File: config.mk
export PLATFORM = sky130hd
export DESIGN_NAME = pdh_count_cell
export DESIGN_NICKNAME = d
export VERILOG_FILES = /design/src/rtl/core/pair_distance_histogram_top_macros.svh /design/src/rtl/core/pdh_pkg.sv /design/src/rtl/core/pdh_count_cell.sv
export SDC_FILE = /design/constraint.sdc
export NUM_CORES = 1
export LEC_CHECK = 0
export ABC_AREA = 1
export BUFFER_PORTS_ARGS = -buffer_cell sky130_fd_sc_hd__buf_4
export CORE_MARGIN = 8
export CORE_UTILIZATION = 50
export DETAILED_ROUTE_END_ITERATION = 6
export GPL_TIMING_DRIVEN = 0
export HOLD_SLACK_MARGIN = 0.05
export PLACE_DENSITY_LB_ADDON = 0.3
export SLEW_MARGIN = 40
export SYNTH_ARGS = -nofsm -noshare
export SYNTH_HDL_FRONTEND = slang
export SYNTH_SLANG_ARGS = --single-unit
File: constraint.sdc
create_clock -name clk -period 2.5 [get_ports clk]
set_clock_uncertainty 0.1 [all_clocks]
set_input_delay 0.25 -clock clk [delete_from_list [all_inputs] [get_ports clk]]
set_output_delay 0.25 -clock clk [all_outputs]
set_load 0.02 [all_outputs]
File: src/rtl/core/pair_distance_histogram_top_macros.svh
// Assertion macros used by the pair distance histogram top level.
`ifndef PAIR_DISTANCE_HISTOGRAM_TOP_MACROS_SVH
`define PAIR_DISTANCE_HISTOGRAM_TOP_MACROS_SVH

`ifndef SYNTHESIS
// Same-cycle implication, checked on every rising edge outside reset.
`define PDH_ASSERT_NOW(label, ante, cons) \
    label: assert property (@(posedge clk) disable iff (!rst_n) (ante) |-> (cons)) \
        else $error("pdh assertion failed");
// Next-cycle implication.
`define PDH_ASSERT_NEXT(label, ante, cons) \
    label: assert property (@(posedge clk) disable iff (!rst_n) (ante) |=> (cons)) \
        else $error("pdh assertion failed");
`else
`define PDH_ASSERT_NOW(label, ante, cons)
`define PDH_ASSERT_NEXT(label, ante, cons)
`endif

`endif

File: src/rtl/core/pdh_pkg.sv
// Types, constants and helpers of the pair distance histogram.
package pdh_pkg;

    localparam int BINS       = 32;
    localparam int COORD_BITS = 24;
    localparam int NCELL      = BINS + 1;

    localparam int COORD_W = 24;
    localparam int IDX_W   = 7;
    localparam int EDGE_W  = 52;
    localparam int BIN_W   = 6;
    localparam int CNT_W   = 40;
    localparam int MAG_W   = COORD_BITS;
    localparam int SQ_W    = 2 * COORD_BITS;
    localparam int D2_W    = 2 * COORD_BITS + 2;

    localparam logic [CNT_W-1:0] CNT_MAX = {CNT_W{1'b1}};

    localparam logic [1:0] ACT_EDGE = 2'd0;
    localparam logic [1:0] ACT_PAIR = 2'd1;
    localparam logic [1:0] ACT_DUMP = 2'd2;

    typedef enum logic [1:0] {
        ST_RUN,
        ST_DRAIN,
        ST_DUMP
    } pdh_state_t;

    // One transaction moving down the edge chain.
    typedef struct packed {
        logic              vld;
        logic              is_pair;
        logic [IDX_W-1:0]  idx;
        logic [EDGE_W-1:0] val;
        logic [BIN_W-1:0]  bin;
        logic              ok;
    } pdh_tok_t;

    // Magnitude of the difference of two coordinates, low COORD_BITS bits used.
    function automatic logic [MAG_W-1:0] mag_of(input logic [COORD_W-1:0] a,
                                               input logic [COORD_W-1:0] b);
        logic signed [COORD_BITS:0] d;
        d = $signed({a[COORD_BITS-1], a[COORD_BITS-1:0]})
            - $signed({b[COORD_BITS-1], b[COORD_BITS-1:0]});
        if (d[COORD_BITS])
        begin
            mag_of = MAG_W'(-d);
        end
        else
        begin
            mag_of = MAG_W'(d);
        end
    endfunction

endpackage

File: src/rtl/core/pdh_count_cell.sv
// One count cell: saturating bin counter that shifts toward the output on a dump.
module pdh_count_cell (
    input  logic                      clk,
    input  logic                      rst_n,
    input  logic                      hit,
    input  logic                      shift,
    input  logic [pdh_pkg::CNT_W-1:0] cnt_in,
    output logic [pdh_pkg::CNT_W-1:0] cnt
);

    logic [pdh_pkg::CNT_W-1:0] cnt_reg, cnt_next;

    always_comb
    begin
        cnt_next = cnt_reg;
        priority if (shift)
        begin
            cnt_next = cnt_in;
        end
        else if (hit && (cnt_reg != pdh_pkg::CNT_MAX))
        begin
            cnt_next = cnt_reg + pdh_pkg::CNT_W'(1);
        end
        else
        begin
            cnt_next = cnt_reg;
        end
    end

    always_ff @(posedge clk or negedge rst_n)
    begin
        if (!rst_n)
        begin
            cnt_reg <= '0;
        end
        else
        begin
            cnt_reg <= cnt_next;
        end
    end

    assign cnt = cnt_reg;

endmodule

==> results.cfg <==
[status]
status = finished, final reports clean

[flow_run]
max_cap_viol_count = 0

[power]
leakagePower_nw = 2.06
ir_drop_v = 0.000359
combPwrFrac_pct = 31.1
p_int_mw = 1.19
p_per_area_nw_per_um2 = 478
p_switching_mw = 0.710
swShare_pct = 37.4
seqPwrFrac_pct = 44.6
power_frac_clock_pct = 24.3

[routing]
routed_via_density = 5.31
first_iter_violations = 287
first_pass_iters = 5
vias = 3718
antenna_left = 0
wire_per_inst_um = 16.1
drt_wl_total_um = 11200
remaining_drc_errors = 0

[setup_path]
slowest_delay_ns = 0.49
cp-end-kind = register
cp_top_family = simple AND/OR/NAND/NOR gates
worst-setup-path-type = register to register
cp.arrival_ns = 2.41
crit_buf_inv = 1
start_kind = register
path_max_fanout = 10
slowest_stage = dfrtp_1
required_ns = 2.58
crit_path_cell_trace = ha_4, nand2_1, nor2_4, nand2_4, nor2_8, nand3_2, nand2_4, nor2_1, buf_2, nand2_1, nand3_1

[place]
placed_area_um2 = 3860
hpwl_um = 8800
io_buffers = 82
dp_cells = 691
gp_congestion = 0.941

[layout]
n_antenna_cell = 0
final_common_cell = nand2_1
drive_gt1_share_pct = 17.8
multiInputGateArea_um2 = 1930
register_area_um2 = 1000
nFillCells = 621
largest_reg_flops = 40
final_nets = 667
area_growth_pct = 26.2
final_cell_mix = nand2_1 (257), buf_4 (82), nor2_1 (66)
fin_area_um2 = 3980
finalNonFillerCells = 700

[floorplanning]
start_util_pct = 50.8
row_count = 29
core_area_um2 = 6200
ioPinCount = 84
die-area_um2 = 9100
die_h_um = 95.4
die_w_um = 95.4

[cts]
cts_buffer_depth = 2
clk_pin_slew_ns = 0.08
cts-root-buf = clkbuf_8
cts_tree = done
cts_setup_buffers = 0
htreeDepth = 2
clkLatencyLatePin_ns = 0.30
cts_sinks = 40
cts_buffers = 5

[timing]
rsz0062_at_grt = false
period_share_pct = 93.2
maxSlewHeadroom_pct = 55.7
finalSetupViolCount = 0
report.final.hold_viol_count = 0
worst_pin_slew_ns = 0.665
finalSetupTns_ns = 0
max_freq_mhz = 429
period_needed_ns = 2.33
fin_hold_ws_ns = 0.0664
drv_slew = 0

[global_route]
grt_use_total_pct = 25.5
grt_pass1_vias = 3599
overflow = 0
grt_antenna_before_repair = 0
grt_max_degree = 41
grt_pass1_wl_um = 18100

[synth]
ys_seq_elements = 40
synth_area_leaders = dfrtp_1 (32%), nand2_1 (31%), nand3_1 (10%), nor2_1 (7.9%), inv_1 (4.5%)
seq_area_frac_synth_pct = 31.8
synth_top_area_cell = dfrtp_1
synth_cell_types = 26
syn-num-nets = 577
netlist_instances = 532
synthesis.area_um2 = 3150
syn_area_per_cell_um2 = 5.92
synth_warnings = 0
synth_top_area_share_pct = 31.8

[min_path]
hold_class = input pin to register
==> cells in the mapped netlist (all sizes together) <==
master,n
buf,11
clkbuf,4
o21bai,1
inv,39
nand2,261
dfrtp,40
xnor2,5
ha,1
o21ai,5
nor2,73
xor2,8
a21oi,1
nand3,66
nand3b,4
nand4,11
clkinv,1
nor3b,1
==> metrics by stage <==
stage               power [mW]  setup WS, ns  util, %
floorplan                 1.16         0.479        -
global placement          1.43        0.0361     62.3
detailed placement        1.44        0.0556     62.3
CTS                       1.90        0.0386     63.9
global route              2.00        0.0343     64.1
finish                    1.90         0.171     64.1
==> final timing paths <==
check | slack [ns] | from | cells after the start | end
max | 0.17 | cnt[0] | 11 | cnt[8]
min | 0.07 | cnt_in[33] | 3 | cnt[33]
max reg2reg | 0.17 | cnt[0] | 11 | cnt[8]
min reg2reg | 0.49 | cnt[17] | 2 | cnt[17]
max in group asynchronous | 1.56 | rst_n | 2 | cnt[1]
min in group asynchronous | 0.37 | rst_n | 2 | cnt[12]
==> layer usage <==
metal | vias up | track usage, % | routed length (um)
met3 | 21 | 5.20 | 919
met4 | 0 | 8.32 | 233
met1 | 1717 | 32.9 | 4910
met2 | 147 | 41.7 | 5180
li1 | 1833 | - | -
met5 | - | 0 | 0
==> cell type report <==
class | count | area share [%]
plain buffers | 15 | 1.98
clock buffers | 8 | 2.27
inverters | 40 | 3.81
multi-input cells | 437 | 48.6
flip-flops and latches | 40 | 25.2
well taps | 77 | 2.42
repair buffers | 83 | 15.7
==> cells by family after synthesis <==
kind of cell               share of synthesized area [%]
buffers and inverters                               7.30
adders and majority gates                          0.397
DFF                                                 31.8
xor gates and xnor gates                            3.61
and+or+nand+nor                                     55.7
AOI/OAI and AO/OA                                   1.19
==> power groups by stage <==
stage	logic, mW	clock network (mW)	registers (mW)
6_report	0.591	0.461	0.847
5_1_grt	0.647	0.491	0.862
4_1_cts	0.590	0.472	0.842
3_5_place_dp	0.587	0	0.854
3_3_place_gp	0.574	0	0.853
2_1_floorplan	0.246	0	0.910
==> worst min-delay path: stages <==
cell     delay (ns)
buf_4          0.08
nand2_1        0.04
nand3_1        0.06
==> repair_timing <==
| action | CTS | global route |
|---|---|---|
| hold buffers | 1 | 0 |
| setup endpoints to repair | 0 | 29 |
| endpoints found under the hold margin | 40 | 0 |
| resized for setup | 0 | 2 |
Note: power is estimated with default switching activity, not from simulation.
