$ cat src/rtl/core/pair_distance_histogram_top_macros.svh
// Assertion macros used by the pair distance histogram top level.
`ifndef PAIR_DISTANCE_HISTOGRAM_TOP_MACROS_SVH
`define PAIR_DISTANCE_HISTOGRAM_TOP_MACROS_SVH

`ifndef SYNTHESIS
// Same-cycle implication, checked on every rising edge outside reset.
`define PDH_ASSERT_NOW(label, ante, cons) \
    label: assert property (@(posedge clk) disable iff (!rst_n) (ante) |-> (cons)) \
        else $error("pdh assertion failed");
// Next-cycle implication.
`define PDH_ASSERT_NEXT(label, ante, cons) \
    label: assert property (@(posedge clk) disable iff (!rst_n) (ante) |=> (cons)) \
        else $error("pdh assertion failed");
`else
`define PDH_ASSERT_NOW(label, ante, cons)
`define PDH_ASSERT_NEXT(label, ante, cons)
`endif

`endif

$ cat src/rtl/core/pdh_pkg.sv
// Types, constants and helpers of the pair distance histogram.
package pdh_pkg;

    localparam int BINS       = 32;
    localparam int COORD_BITS = 24;
    localparam int NCELL      = BINS + 1;

    localparam int COORD_W = 24;
    localparam int IDX_W   = 7;
    localparam int EDGE_W  = 52;
    localparam int BIN_W   = 6;
    localparam int CNT_W   = 40;
    localparam int MAG_W   = COORD_BITS;
    localparam int SQ_W    = 2 * COORD_BITS;
    localparam int D2_W    = 2 * COORD_BITS + 2;

    localparam logic [CNT_W-1:0] CNT_MAX = {CNT_W{1'b1}};

    localparam logic [1:0] ACT_EDGE = 2'd0;
    localparam logic [1:0] ACT_PAIR = 2'd1;
    localparam logic [1:0] ACT_DUMP = 2'd2;

    typedef enum logic [1:0] {
        ST_RUN,
        ST_DRAIN,
        ST_DUMP
    } pdh_state_t;

    // One transaction moving down the edge chain.
    typedef struct packed {
        logic              vld;
        logic              is_pair;
        logic [IDX_W-1:0]  idx;
        logic [EDGE_W-1:0] val;
        logic [BIN_W-1:0]  bin;
        logic              ok;
    } pdh_tok_t;

    // Magnitude of the difference of two coordinates, low COORD_BITS bits used.
    function automatic logic [MAG_W-1:0] mag_of(input logic [COORD_W-1:0] a,
                                               input logic [COORD_W-1:0] b);
        logic signed [COORD_BITS:0] d;
        d = $signed({a[COORD_BITS-1], a[COORD_BITS-1:0]})
            - $signed({b[COORD_BITS-1], b[COORD_BITS-1:0]});
        if (d[COORD_BITS])
        begin
            mag_of = MAG_W'(-d);
        end
        else
        begin
            mag_of = MAG_W'(d);
        end
    endfunction

endpackage

$ cat src/rtl/core/pdh_edge_cell.sv
// One edge cell: holds one squared edge, updates the passing transaction.
module pdh_edge_cell (
    input  logic                      clk,
    input  logic                      rst_n,
    input  logic [pdh_pkg::IDX_W-1:0] my_idx,
    input  pdh_pkg::pdh_tok_t         tok_in,
    output pdh_pkg::pdh_tok_t         tok_out
);

    logic [pdh_pkg::EDGE_W-1:0] edge_reg, edge_next;
    pdh_pkg::pdh_tok_t          tok_reg, tok_next;
    logic                       ge;

    always_comb
    begin
        ge        = (edge_reg <= tok_in.val);
        tok_next  = tok_in;
        edge_next = edge_reg;
        if (tok_in.vld && !tok_in.is_pair && (tok_in.idx == my_idx))
        begin
            edge_next = tok_in.val;
        end
        if (tok_in.is_pair)
        begin
            // lower bound, upper bound, or one interior edge
            priority if (my_idx == '0)
            begin
                tok_next.ok = ge;
            end
            else if (my_idx == pdh_pkg::IDX_W'(pdh_pkg::BINS))
            begin
                tok_next.ok = tok_in.ok & ~ge;
            end
            else
            begin
                tok_next.bin = tok_in.bin + pdh_pkg::BIN_W'(ge);
            end
        end
    end

    always_ff @(posedge clk)
    begin
        edge_reg <= edge_next;
    end

    always_ff @(posedge clk or negedge rst_n)
    begin
        if (!rst_n)
        begin
            tok_reg <= '0;
        end
        else
        begin
            tok_reg <= tok_next;
        end
    end

    assign tok_out = tok_reg;

endmodule

$ cat config.mk
export PLATFORM = sky130hd
export DESIGN_NAME = pdh_edge_cell
export DESIGN_NICKNAME = d
export VERILOG_FILES = /design/src/rtl/core/pair_distance_histogram_top_macros.svh /design/src/rtl/core/pdh_pkg.sv /design/src/rtl/core/pdh_edge_cell.sv
export SDC_FILE = /design/constraint.sdc
export NUM_CORES = 1
export LEC_CHECK = 0
export ABC_AREA = 1
export BUFFER_PORTS_ARGS = -buffer_cell sky130_fd_sc_hd__buf_2
export CORE_UTILIZATION = 40
export CTS_CLUSTER_SIZE = 40
export DETAILED_ROUTE_END_ITERATION = 10
export HOLD_SLACK_MARGIN = 0.15
export PLACE_DENSITY = 0.79
export SYNTH_ARGS = -nofsm -noshare
export SYNTH_HDL_FRONTEND = slang
export SYNTH_SLANG_ARGS = --single-unit
$ cat constraint.sdc
create_clock -name clk -period 2.3 [get_ports clk]
set_clock_uncertainty 0.1 [all_clocks]
set_input_delay 0.345 -clock clk [delete_from_list [all_inputs] [get_ports clk]]
set_output_delay 0.345 -clock clk [all_outputs]
set_load 0.02 [all_outputs]
==> run metrics <==
share of total power in sequential cells=slightly above 40%; effective utilization at floorplan=roughly two fifths; number of pins with negative max-slew slack in the final report=0; Internal Power=4.38 mW; final hold violation count=0; Sink Count=120; cell depth of the worst setup path=13; required arrival time at the worst endpoint=2.53 ns; total iterations of the first detailed-routing run=4; number of enable-type register cells in the synthesized netlist=52; Nets=811; proportion of netlist area held by the largest area contributor=34.0%; crit path launch type=flop; number of input and output port buffers inserted=144; Crit path max-delay family=simple AND/OR/NAND/NOR gates; Worst R2R Setup Slack=-0.12 ns; gr ovfl total=0; Relative slew margins=37.9%; die span in y=about 110 um; unrepaired setup endpoints after global routing=true; critical path capture point type=flop; count of cells along the worst register-to-register path=13; DR WL/cell=13.9 um; number of antenna violations at the first check in global routing=1; pin count of the biggest net entering global routing=69; number of synthesized register bits=120; number of top-level pins=about 150; remaining number of nets flagged by the antenna check after routing=0; endpoint arrival time on the critical path=roughly 2.7 ns; Core Footprint=12100 um^2; Via Count=3859; startpoint of the worst register-to-register path=edge_reg[49]; DP Cell Count=between 700 and 800; initial detailed-routing violation count=approximately 110; areal power density over the cells=733 nW/um^2; IR drop worst, VDD=633 uV; Design Power=5.66 mW; DRC violation count after routing=0; ys flop type=dfrtp_1; Placement Rows=40; share of the cycle needed by the critical path after routing=105%; top cell types by occurrence after synthesis=inv_1 (77), dfrtp_1 (68), nand2_1 (59), ha_1 (54), edfxtp_1 (52); static power due to leakage=~3.8 nW; final cell count without fillers=862; count of endpoints failing setup in the final report=5; H-tree depth=4; Total GRT Usage=19.7%; critical path capture point=tok_out[4]; number of cells produced by synthesis=405; most common cell in the synthesized netlist=inv_1; largest cells by area after synthesis=dfrtp_1 (34%), edfxtp_1 (31%), ha_1 (14%); TritonCTS Buffers=17; standard cell with the maximum stage delay on the critical path=edfxtp_1; Worst Path Buf+Inv=2; flip-flop count of the largest register after layout=between 60 and 70; P&R area growth vs syn=54.4%; clock-pin slew on the worst setup and hold paths=0.06 ns; wire length of the first global-routing pass=19.1 mm; run status=complete, but fails checks; Synth cell types=27; insertion delay of the later-clocked pin in the worst-skew pair=0.41 ns; fraction of power consumed by the clock network=47.9%; leading area contributor after synthesis=dfrtp_1; sequential cell area fraction in the yosys report=65.2%; minimum clock period=2.42 ns; Comb power frac=11.0%; Switching Power=1.28 mW; slew of the pin with the lowest slew margin=about 0.93 ns; clock root cell=clkbuf_16; biggest cell delay along the critical path=0.42 ns; TritonCTS clock tree=built; nets in the synthesized netlist=between 500 and 600; number of max-cap violations=0; syn avg cell area=about 12 um^2; count of yosys warnings during synthesis=0; proportion of total power due to net switching=22.6%; origin of the worst setup path=edge_reg[49]; Total Die Area=13000 um^2; post-route worst setup slack=-0.124 ns; critical path cell sequence=ha_4, nand4_1, nor2_2, nand3_2, nor2_4, nand3_2, nand2_4, ha_4, buf_6, nand3_4, nor2_4, buf_4, xor2_1; failing checks=negative setup slack; vias in the first global route=4242; RR Endpoint=tok_out[4]; proportion of layout cells with a drive suffix above 1=36.1%; Crit Path Max Fanout=2; half-perimeter wire length of the detailed placement result=7.54 mm; worst setup path category=reg -> reg; HP Class=in -> reg; global placement routability congestion=0.773; cell area after synthesis=5000 um^2; maximum clock insertion buffer count=2; maximum achievable frequency=around 410 MHz; total routed wirelength=12.0 mm; post-synthesis async set-or-reset flop share=between 50% and 60%; detail-routed via count per cell=between 4 and 5; width of the die=114 um
final cells by class:
cell class / count / area, um^2
antenna: 1 / 2.50
clock buffer: 20 / 467
clock inverter: 12 / 149
fill: 911 / 4390
inverter: 77 / 289
multi-input combinational: 208 / 1580
sequential: 120 / 3260
tap: 168 / 210
timing repair buffer: 256 / 1770
power groups by stage:
stage	combinational, mW	clock, mW	sequential (mW)
global placement	0.479	0	2.36
global route	0.679	2.85	2.33
CTS	0.613	2.76	2.33
floorplan	0.134	0	2.45
detailed placement	0.498	0	2.37
finish	0.620	2.71	2.33
cell usage in the layout, fill, tap and decap left out, types with 2 or more instances in the layout:
cell type      synthesis  layout
a21o_1                 3       3
clkinvlp_4             0       6
clkinv_2               0       2
ha_4                   0       4
o22ai_1                2       2
o21ai_1                3       3
edfxtp_1              52      52
nand3_2                3       6
nor2_1                22      19
ha_1                  54      50
buf_12                 0       2
clkbuf_8               0       3
nand3_1                9       5
buf_2                  0     143
o21ai_0                2       2
nand2_2                6       5
buf_4                  0      41
dfrtp_1               68      68
clkbuf_16              0      17
a21oi_1               23      20
bufinv_16              0       3
nand4_1                3       3
o21a_1                 2       2
xor2_1                 3       3
a21oi_2                0       2
nand2_1               59      59
nor2_4                 2       3
nor2_2                 2       4
inv_1                 77      76
dlygate4sd3_1          0      69
stage by stage:
| step | cell area, um^2 | TNS, ns | worst slack [ns] | utilization [%] | hold slack, ns |
|---|---|---|---|---|---|
| after floorplan | 5000 | 0 | 0.0692 | - | -0.0506 |
| after global placement | 6270 | -1.42 | -0.341 | 51.8 | 0.367 |
| after detailed placement | 6270 | -1.80 | -0.431 | 51.8 | 0.373 |
| after CTS | 7680 | -0.834 | -0.165 | 63.4 | 0.230 |
| after global routing | 7720 | -1.47 | -0.286 | 63.8 | 0.240 |
| final | 7720 | -0.521 | -0.124 | 63.8 | 0.237 |
worst register-to-register path, stage by stage (launching register included):
cell and delay (ns):
edfxtp_1 0.42, ha_4 0.29, nand4_1 0.15, nor2_2 0.17, nand3_2 0.13, nor2_4 0.17, nand3_2 0.11, nand2_4 0.10
ha_4 0.16, buf_6 0.10, nand3_4 0.06, nor2_4 0.10, buf_4 0.12, xor2_1 0.17
timing repair:
action	4_1_cts	5_1_grt
hold buffers	69	0
hold endpoints to repair	188	0
setup buffers	3	2
pin swaps	12	13
resized for setup	14	9
endpoints found under the setup margin	6	7
cells by family (layout without fill, tap and decap cells):
kind of cell             count (synthesis)  in the layout  synth area share, %
adder cells (fa/ha/maj)                 54             54                 13.5
AND/OR/NAND/NOR                        110            110                 10.0
buffers and inverters                   77            365                 5.78
AO/OA/AOI/OAI                           37             37                 4.15
multiplexers                             2              2                0.450
XOR/XNOR                                 5              5                0.876
other                                    0              1                    0
flip-flops                             120            120                 65.2
routing by layer:
| layer | GRT usage (%) | share of wire [%] |
|---|---|---|
| met4 | 8.66 | 2.4 |
| met5 | 0 | 0 |
| met1 | 20.3 | 39 |
| met3 | 6.80 | 5.6 |
| met2 | 36.1 | 53 |
worst min path at each step:
stage	startpoint	end	slack, ns	cells after the start
after floorplan	rst_n	tok_out[0]	-0.05	0
after global placement	tok_in[67]	tok_out[67]	0.37	1
after detailed placement	tok_in[67]	tok_out[67]	0.37	1
after CTS	my_idx[4]	tok_out[0]	0.23	4
after global routing	my_idx[4]	tok_out[0]	0.24	4
final	my_idx[4]	tok_out[0]	0.24	4
Note: power is estimated with default switching activity, not from simulation.
