## src/rtl/core/pair_distance_histogram_top_macros.svh

```systemverilog
// Assertion macros used by the pair distance histogram top level.
`ifndef PAIR_DISTANCE_HISTOGRAM_TOP_MACROS_SVH
`define PAIR_DISTANCE_HISTOGRAM_TOP_MACROS_SVH

`ifndef SYNTHESIS
// Same-cycle implication, checked on every rising edge outside reset.
`define PDH_ASSERT_NOW(label, ante, cons) \
    label: assert property (@(posedge clk) disable iff (!rst_n) (ante) |-> (cons)) \
        else $error("pdh assertion failed");
// Next-cycle implication.
`define PDH_ASSERT_NEXT(label, ante, cons) \
    label: assert property (@(posedge clk) disable iff (!rst_n) (ante) |=> (cons)) \
        else $error("pdh assertion failed");
`else
`define PDH_ASSERT_NOW(label, ante, cons)
`define PDH_ASSERT_NEXT(label, ante, cons)
`endif

`endif

```

## src/rtl/core/pdh_pkg.sv

```systemverilog
// Types, constants and helpers of the pair distance histogram.
package pdh_pkg;

    localparam int BINS       = 32;
    localparam int COORD_BITS = 24;
    localparam int NCELL      = BINS + 1;

    localparam int COORD_W = 24;
    localparam int IDX_W   = 7;
    localparam int EDGE_W  = 52;
    localparam int BIN_W   = 6;
    localparam int CNT_W   = 40;
    localparam int MAG_W   = COORD_BITS;
    localparam int SQ_W    = 2 * COORD_BITS;
    localparam int D2_W    = 2 * COORD_BITS + 2;

    localparam logic [CNT_W-1:0] CNT_MAX = {CNT_W{1'b1}};

    localparam logic [1:0] ACT_EDGE = 2'd0;
    localparam logic [1:0] ACT_PAIR = 2'd1;
    localparam logic [1:0] ACT_DUMP = 2'd2;

    typedef enum logic [1:0] {
        ST_RUN,
        ST_DRAIN,
        ST_DUMP
    } pdh_state_t;

    // One transaction moving down the edge chain.
    typedef struct packed {
        logic              vld;
        logic              is_pair;
        logic [IDX_W-1:0]  idx;
        logic [EDGE_W-1:0] val;
        logic [BIN_W-1:0]  bin;
        logic              ok;
    } pdh_tok_t;

    // Magnitude of the difference of two coordinates, low COORD_BITS bits used.
    function automatic logic [MAG_W-1:0] mag_of(input logic [COORD_W-1:0] a,
                                               input logic [COORD_W-1:0] b);
        logic signed [COORD_BITS:0] d;
        d = $signed({a[COORD_BITS-1], a[COORD_BITS-1:0]})
            - $signed({b[COORD_BITS-1], b[COORD_BITS-1:0]});
        if (d[COORD_BITS])
        begin
            mag_of = MAG_W'(-d);
        end
        else
        begin
            mag_of = MAG_W'(d);
        end
    endfunction

endpackage

```

## src/rtl/core/pdh_sq.sv

```systemverilog
// Squared separation pipeline: difference, square, sum; edge writes pass their value through.
module pdh_sq (
    input  logic                        clk,
    input  logic                        rst_n,
    input  logic                        vld,
    input  logic                        is_pair,
    input  logic [pdh_pkg::IDX_W-1:0]   idx,
    input  logic [pdh_pkg::EDGE_W-1:0]  edge_value,
    input  logic [pdh_pkg::COORD_W-1:0] a_x,
    input  logic [pdh_pkg::COORD_W-1:0] a_y,
    input  logic [pdh_pkg::COORD_W-1:0] a_z,
    input  logic [pdh_pkg::COORD_W-1:0] b_x,
    input  logic [pdh_pkg::COORD_W-1:0] b_y,
    input  logic [pdh_pkg::COORD_W-1:0] b_z,
    output pdh_pkg::pdh_tok_t           tok,
    output logic                        busy
);

    // stage 1: magnitudes
    logic                        v1_reg, p1_reg;
    logic [pdh_pkg::IDX_W-1:0]   i1_reg;
    logic [pdh_pkg::EDGE_W-1:0]  e1_reg;
    logic [pdh_pkg::MAG_W-1:0]   mx_reg, my_reg, mz_reg;
    // stage 2: squares
    logic                        v2_reg, p2_reg;
    logic [pdh_pkg::IDX_W-1:0]   i2_reg;
    logic [pdh_pkg::EDGE_W-1:0]  e2_reg;
    logic [pdh_pkg::SQ_W-1:0]    sx_reg, sy_reg, sz_reg;
    // stage 3: sum or edge value
    pdh_pkg::pdh_tok_t           tok_reg, tok_next;
    logic [pdh_pkg::D2_W-1:0]    d2;

    always_ff @(posedge clk or negedge rst_n)
    begin
        if (!rst_n)
        begin
            v1_reg <= 1'b0;
            v2_reg <= 1'b0;
        end
        else
        begin
            v1_reg <= vld;
            v2_reg <= v1_reg;
        end
    end

    always_ff @(posedge clk)
    begin
        p1_reg <= is_pair;
        i1_reg <= idx;
        e1_reg <= edge_value;
        mx_reg <= pdh_pkg::mag_of(a_x, b_x);
        my_reg <= pdh_pkg::mag_of(a_y, b_y);
        mz_reg <= pdh_pkg::mag_of(a_z, b_z);
        p2_reg <= p1_reg;
        i2_reg <= i1_reg;
        e2_reg <= e1_reg;
        sx_reg <= pdh_pkg::SQ_W'(mx_reg) * pdh_pkg::SQ_W'(mx_reg);
        sy_reg <= pdh_pkg::SQ_W'(my_reg) * pdh_pkg::SQ_W'(my_reg);
        sz_reg <= pdh_pkg::SQ_W'(mz_reg) * pdh_pkg::SQ_W'(mz_reg);
    end

    always_comb
    begin
        d2 = pdh_pkg::D2_W'(sx_reg) + pdh_pkg::D2_W'(sy_reg) + pdh_pkg::D2_W'(sz_reg);
        tok_next.vld     = v2_reg;
        tok_next.is_pair = p2_reg;
        tok_next.idx     = i2_reg;
        tok_next.val     = p2_reg ? {(pdh_pkg::EDGE_W - pdh_pkg::D2_W)'(0), d2} : e2_reg;
        tok_next.bin     = '0;
        tok_next.ok      = 1'b0;
    end

    always_ff @(posedge clk or negedge rst_n)
    begin
        if (!rst_n)
        begin
            tok_reg <= '0;
        end
        else
        begin
            tok_reg <= tok_next;
        end
    end

    assign tok  = tok_reg;
    assign busy = v1_reg | v2_reg | tok_reg.vld;

endmodule

```

## config.mk

```make
export PLATFORM = sky130hd
export DESIGN_NAME = pdh_sq
export DESIGN_NICKNAME = d
export VERILOG_FILES = /design/src/rtl/core/pair_distance_histogram_top_macros.svh /design/src/rtl/core/pdh_pkg.sv /design/src/rtl/core/pdh_sq.sv
export SDC_FILE = /design/constraint.sdc
export NUM_CORES = 2
export LEC_CHECK = 0
export BUFFER_PORTS_ARGS = -buffer_cell sky130_fd_sc_hd__buf_2
export CAP_MARGIN = 20
export CORE_ASPECT_RATIO = 2
export CORE_UTILIZATION = 47
export CTS_CLUSTER_DIAMETER = 50
export DETAILED_ROUTE_END_ITERATION = 10
export SETUP_SLACK_MARGIN = 0.2
export SLEW_MARGIN = 20
export SYNTH_ARGS = -nofsm -noshare
export SYNTH_HDL_FRONTEND = slang
export SYNTH_SLANG_ARGS = --single-unit
```

## constraint.sdc

```tcl
create_clock -name clk -period 11.1 [get_ports clk]
set_input_delay 1.665 -clock clk [delete_from_list [all_inputs] [get_ports clk]]
set_output_delay 1.665 -clock clk [all_outputs]
set_load 0.03 [all_outputs]
```

==> results.md <==
Run status:
- The run finished with clean final reports.

Synthesis:
- Counting distinct cell types in the post-synthesis netlist gives 93.
- Averaged over all synthesized cells, the footprint is 9.37 um2.
- After Yosys synthesis, full adders, half adders and majority gates account for 52.1% of the synthesized area.
- Counting flops with an async set or reset pin after synthesis yields a share of about 16%.
- The count of state elements after synthesis is 396.
- By area, the combinational part of the netlist is dominated by adder cells.
- The xor-xnor portion of the synthesized cell area is 4.31%.
- The multiplexer share of the synthesized area is 0.709%.
- For this run, the leading register cell type out of synthesis is sky130_fd_sc_hd__dfxtp_1.
- The synthesized cell area is 66200 um2.
- The number of enable flip-flop cells after synthesis is 0.
- The synthesized netlist devotes just under 8% of its cell area to compound gates.
- The number of warnings issued by yosys is 0.
- Sequential elements use 12.5% of the synthesized area.
- The simple-gate portion of the synthesized area is 10.4%.
- The number of instances in the synthesized netlist is 7061.

CTS:
- The count of instances resized after the clock tree is built is 0.
- The TritonCTS clock tree is done.
- The post-CTS clock slew at the launch and capture registers of the worst setup and hold paths is 0.06 ns.
- The root buffer cell chosen for the clock tree is sky130_fd_sc_hd__clkbuf_16.
- The clock passes through at most 3 buffers.
- CTS built an H-tree with a depth of 2.
- The worst-skew pair later-pin latency is 0.65 ns.
- CTS saw 396 sinks.
- After clock tree synthesis, the setup repair step added 0 buffers.
- The hold buffer count at cts is 0.
- The number of buffers created by CTS is 44.

Setup path:
- Along the worst path, the maximum fanout reaches 25.
- The worst setup path is launched from a register.
- STA puts the critical path data arrival time at 8.98 ns.
- Measured in cells, the most critical reg-to-reg path has a length of 24.
- Walking the worst path, the cells encountered are nand2_1 -> fa_1 -> inv_1 -> fa_1 -> fa_1 -> inv_1 -> fa_1 -> inv_1 -> fa_1 -> fa_1 -> inv_1 -> fa_1 -> inv_1 -> ha_1 -> nand4_1 -> nor3_1 -> o2111ai_1 -> and3_1 -> or4_1 -> a21oi_1 -> o311ai_1 -> o21ai_0 -> a21oi_1 -> xnor2_1.
- For this run, the slowest stage of the critical path takes approximately 1.1 ns.
- The family of cells with the greatest summed delay on the critical path is adder cells.
- For the worst setup path, the data required time is about 12 ns.
- The critical path is of the reg -> reg type.
- The buffering stage count on the worst path with inverters included is 5.
- The source of the worst register-to-register timing path is my_reg[0].
- In this run the register-to-register setup slack is 2.65 ns.
- The number of cells on the critical path is 24.
- The slowest stage of the critical path is the sky130_fd_sc_hd__dfxtp_1 cell.
- In this run the worst setup path begins at my_reg[0].
- The worst setup path is captured at a register.
- The cell repeated most along the worst path is sky130_fd_sc_hd__fa_1.

Worst hold path:
- The worst hold path passes through 0 cells.
- In this run the worst hold path is classified as reg -> reg.
- The source of the worst hold timing path is p1_reg.

Global route:
- The initial antenna violation count is 5.
- The layer flagged by global routing as most heavily used is met2.
- The number of global-route vias before repair is about 53000.
- Global routing used 52.2% of the available met2 tracks.
- The wire length of the first global-routing pass is 284000 um.
- The met3 demand-to-capacity share in global routing is 2.25%.
- The met1 layer usage reported by global route is 24.5%.
- The residual overflow from global routing is 0.
- Entering global routing, the biggest net connects 54 pins.
- Global routing consumed, over all layers together, 26.2% of the routing resources.

Floorplanning:
- The number of top-level pins is 276.
- The die width is 267 um.
- The die height is 533 um.
- The starting density of the core is roughly 47%.
- The number of placement rows is around 190.
- The floorplan die area is approximately 140000 um2.
- The placeable core region is 140000 um2.

Timing:
- For this run, the top clock speed supported by timing is ~120 MHz.
- The final critical-path required period is 8.45 ns.
- The number of pins with negative max-slew slack in the final report was 0.
- The clock arrives with 0.0484 ns of skew.
- Setup repair after global routing left no endpoint under its margin.
- The final clock period utilization by the worst path is 76.1%.
- The transition time at the pin with the least slew margin is 1.11 ns.
- The relative slew slack is a little over a quarter.
- Setup violations remaining at the end of the flow were counted as 0.
- The number of endpoints with negative hold slack in the final report is 0.
- Setup total negative slack on the finished layout was measured at 0 ns.

Detailed routing:
- The number of optimization iterations in the first detailed-route pass is 6.
- The detailed router finished its first iteration with between 1500 and 2000 violations.
- The total number of vias is between 40000 and 50000.
- After detailed routing, the number of remaining DRC violations is 0.
- Dividing the detail-routed wire length by the instance count gives 19.5 um.
- The average vias per placed instance is 5.13.
- The count of nets left with antenna violations once routing finished came out at 0.
- The final wirelength is 178000 um.

Layout:
- The final layout net count is 9431.
- The synthesis-to-finish area growth is 7.61%.
- Of the cells placed in the final design, the portion with a size suffix greater than 1 is 6.90%.
- The register with the most flip-flops in the layout has 61 of them.

Place:
- Buffers placed on the I/O ports in this run total 268.
- The final HPWL from detailed placement is 151000 um.
- The routability congestion estimate from global placement is a little over 0.9.

Flow run:
- The tool flagged a number of max-cap violations equal to 0.
[worst register-to-register path: stages, from the launching register on]
cell and delay, ns:
sky130_fd_sc_hd__dfxtp_1 1.05, sky130_fd_sc_hd__nand2_1 0.22, sky130_fd_sc_hd__fa_1 0.57, sky130_fd_sc_hd__inv_1 0.05, sky130_fd_sc_hd__fa_1 0.50, sky130_fd_sc_hd__fa_1 0.56, sky130_fd_sc_hd__inv_1 0.06, sky130_fd_sc_hd__fa_1 0.51
sky130_fd_sc_hd__inv_1 0.06, sky130_fd_sc_hd__fa_1 0.51, sky130_fd_sc_hd__fa_1 0.54, sky130_fd_sc_hd__inv_1 0.06, sky130_fd_sc_hd__fa_1 0.48, sky130_fd_sc_hd__inv_1 0.04, sky130_fd_sc_hd__ha_1 0.35, sky130_fd_sc_hd__nand4_1 0.23
sky130_fd_sc_hd__nor3_1 0.39, sky130_fd_sc_hd__o2111ai_1 0.21, sky130_fd_sc_hd__and3_1 0.37, sky130_fd_sc_hd__or4_1 0.64, sky130_fd_sc_hd__a21oi_1 0.34, sky130_fd_sc_hd__o311ai_1 0.22, sky130_fd_sc_hd__o21ai_0 0.20, sky130_fd_sc_hd__a21oi_1 0.10
sky130_fd_sc_hd__xnor2_1 0.13
[area by class of cell]
type | instances | area, um2
repair buffers | 334 | 1840
multi-input cells | 4559 | 50000
inverters | 1922 | 7210
flip-flops and latches | 396 | 8250
diodes | 2 | 5.00
fillers | 13047 | 68400
well taps | 1862 | 2330
clock inverters | 35 | 420
clock buffers | 47 | 1160
[final timing paths]
check | to
max | sy_reg[47]
min reg2reg | p2_reg
max reg2reg | sy_reg[47]
min in group asynchronous | tok[46]
max in group asynchronous | tok[63]
min | p2_reg
[kinds of logic (layout without fill, tap and decap cells)]
kind of cell,Yosys count,in the layout
other cells,1,12
flops,396,396
compound gates,802,802
simple gates,1412,1412
mux,42,42
xor+xnor,326,326
buf+inv,2115,2338
fa+ha+maj,1967,1967
[cells in the mapped netlist, types with 7 or more instances]
cell	instances	area (um2)
sky130_fd_sc_hd__dfxtp_1	333	6670
sky130_fd_sc_hd__or3_1	18	113
sky130_fd_sc_hd__buf_4	7	52.6
sky130_fd_sc_hd__a21o_1	156	1170
sky130_fd_sc_hd__a21boi_0	7	52.6
sky130_fd_sc_hd__xor2_1	108	946
sky130_fd_sc_hd__a21oi_1	248	1240
sky130_fd_sc_hd__a31oi_1	35	219
sky130_fd_sc_hd__and3_1	35	219
sky130_fd_sc_hd__or4_1	7	52.6
sky130_fd_sc_hd__nand3_1	43	215
sky130_fd_sc_hd__o21ai_0	127	636
sky130_fd_sc_hd__xnor2_1	218	1910
sky130_fd_sc_hd__o31ai_1	17	128
sky130_fd_sc_hd__nor3_1	36	180
sky130_fd_sc_hd__nand2_1	599	2250
sky130_fd_sc_hd__mux2_2	39	439
sky130_fd_sc_hd__nand2b_1	33	206
sky130_fd_sc_hd__inv_1	1922	7210
sky130_fd_sc_hd__nand4_1	22	138
sky130_fd_sc_hd__a221o_1	7	70.1
sky130_fd_sc_hd__and2_1	357	2230
sky130_fd_sc_hd__nor2b_1	42	263
sky130_fd_sc_hd__clkbuf_1	181	679
sky130_fd_sc_hd__or2_2	14	87.6
sky130_fd_sc_hd__ha_1	651	8150
sky130_fd_sc_hd__a211oi_1	19	143
sky130_fd_sc_hd__a31o_2	10	87.6
sky130_fd_sc_hd__dfrtp_1	63	1580
sky130_fd_sc_hd__fa_1	1316	26300
sky130_fd_sc_hd__o21bai_1	25	188
sky130_fd_sc_hd__o211ai_1	19	143
sky130_fd_sc_hd__a211o_1	10	87.6
sky130_fd_sc_hd__nor2_1	177	664
sky130_fd_sc_hd__o21a_1	34	255
[metrics by stage]
stage / setup WS (ns) / utilization, % / hold WS [ns] / instances / cell area [um2]
detailed placement: 2.61 / 49.9 / 0.312 / 9073 / 69600
CTS: 2.62 / 51.0 / 0.328 / 9155 / 71200
floorplan: 3.71 / - / 0.310 / 7070 / 66200
finish: 2.65 / 51.0 / 0.326 / 9157 / 71200
global placement: 2.67 / 49.9 / 0.312 / 9073 / 69600
global route: 2.25 / 51.0 / 0.331 / 9157 / 71200
[cell usage in the layout (no fill, tap or decap), types with 35 or more instances in the layout]
cell type	synthesis	final
sky130_fd_sc_hd__inv_1	1922	1922
sky130_fd_sc_hd__and2_1	357	357
sky130_fd_sc_hd__nand2_1	599	599
sky130_fd_sc_hd__dfrtp_1	63	63
sky130_fd_sc_hd__a21o_1	156	156
sky130_fd_sc_hd__nor2b_1	42	42
sky130_fd_sc_hd__a21oi_1	248	248
sky130_fd_sc_hd__o21ai_0	127	127
sky130_fd_sc_hd__dfxtp_1	333	328
sky130_fd_sc_hd__buf_4	7	67
sky130_fd_sc_hd__mux2_2	39	39
sky130_fd_sc_hd__xor2_1	108	107
sky130_fd_sc_hd__and3_1	35	35
sky130_fd_sc_hd__clkbuf_16	0	46
sky130_fd_sc_hd__buf_2	3	267
sky130_fd_sc_hd__nor2_1	177	177
sky130_fd_sc_hd__nand3_1	43	43
sky130_fd_sc_hd__xnor2_1	218	218
sky130_fd_sc_hd__nor3_1	36	36
sky130_fd_sc_hd__a31oi_1	35	35
sky130_fd_sc_hd__ha_1	651	651
sky130_fd_sc_hd__fa_1	1316	1316
[per-layer routing]
metal,wire [um],part of all wire [%]
met1,56700,32
met2,101000,57
met3,5900,3.3
met4,14300,8.0
met5,30,0.017
Power is not shown: default switching activity piles up to over one toggle a cycle in this logic, so the estimate is an artifact.
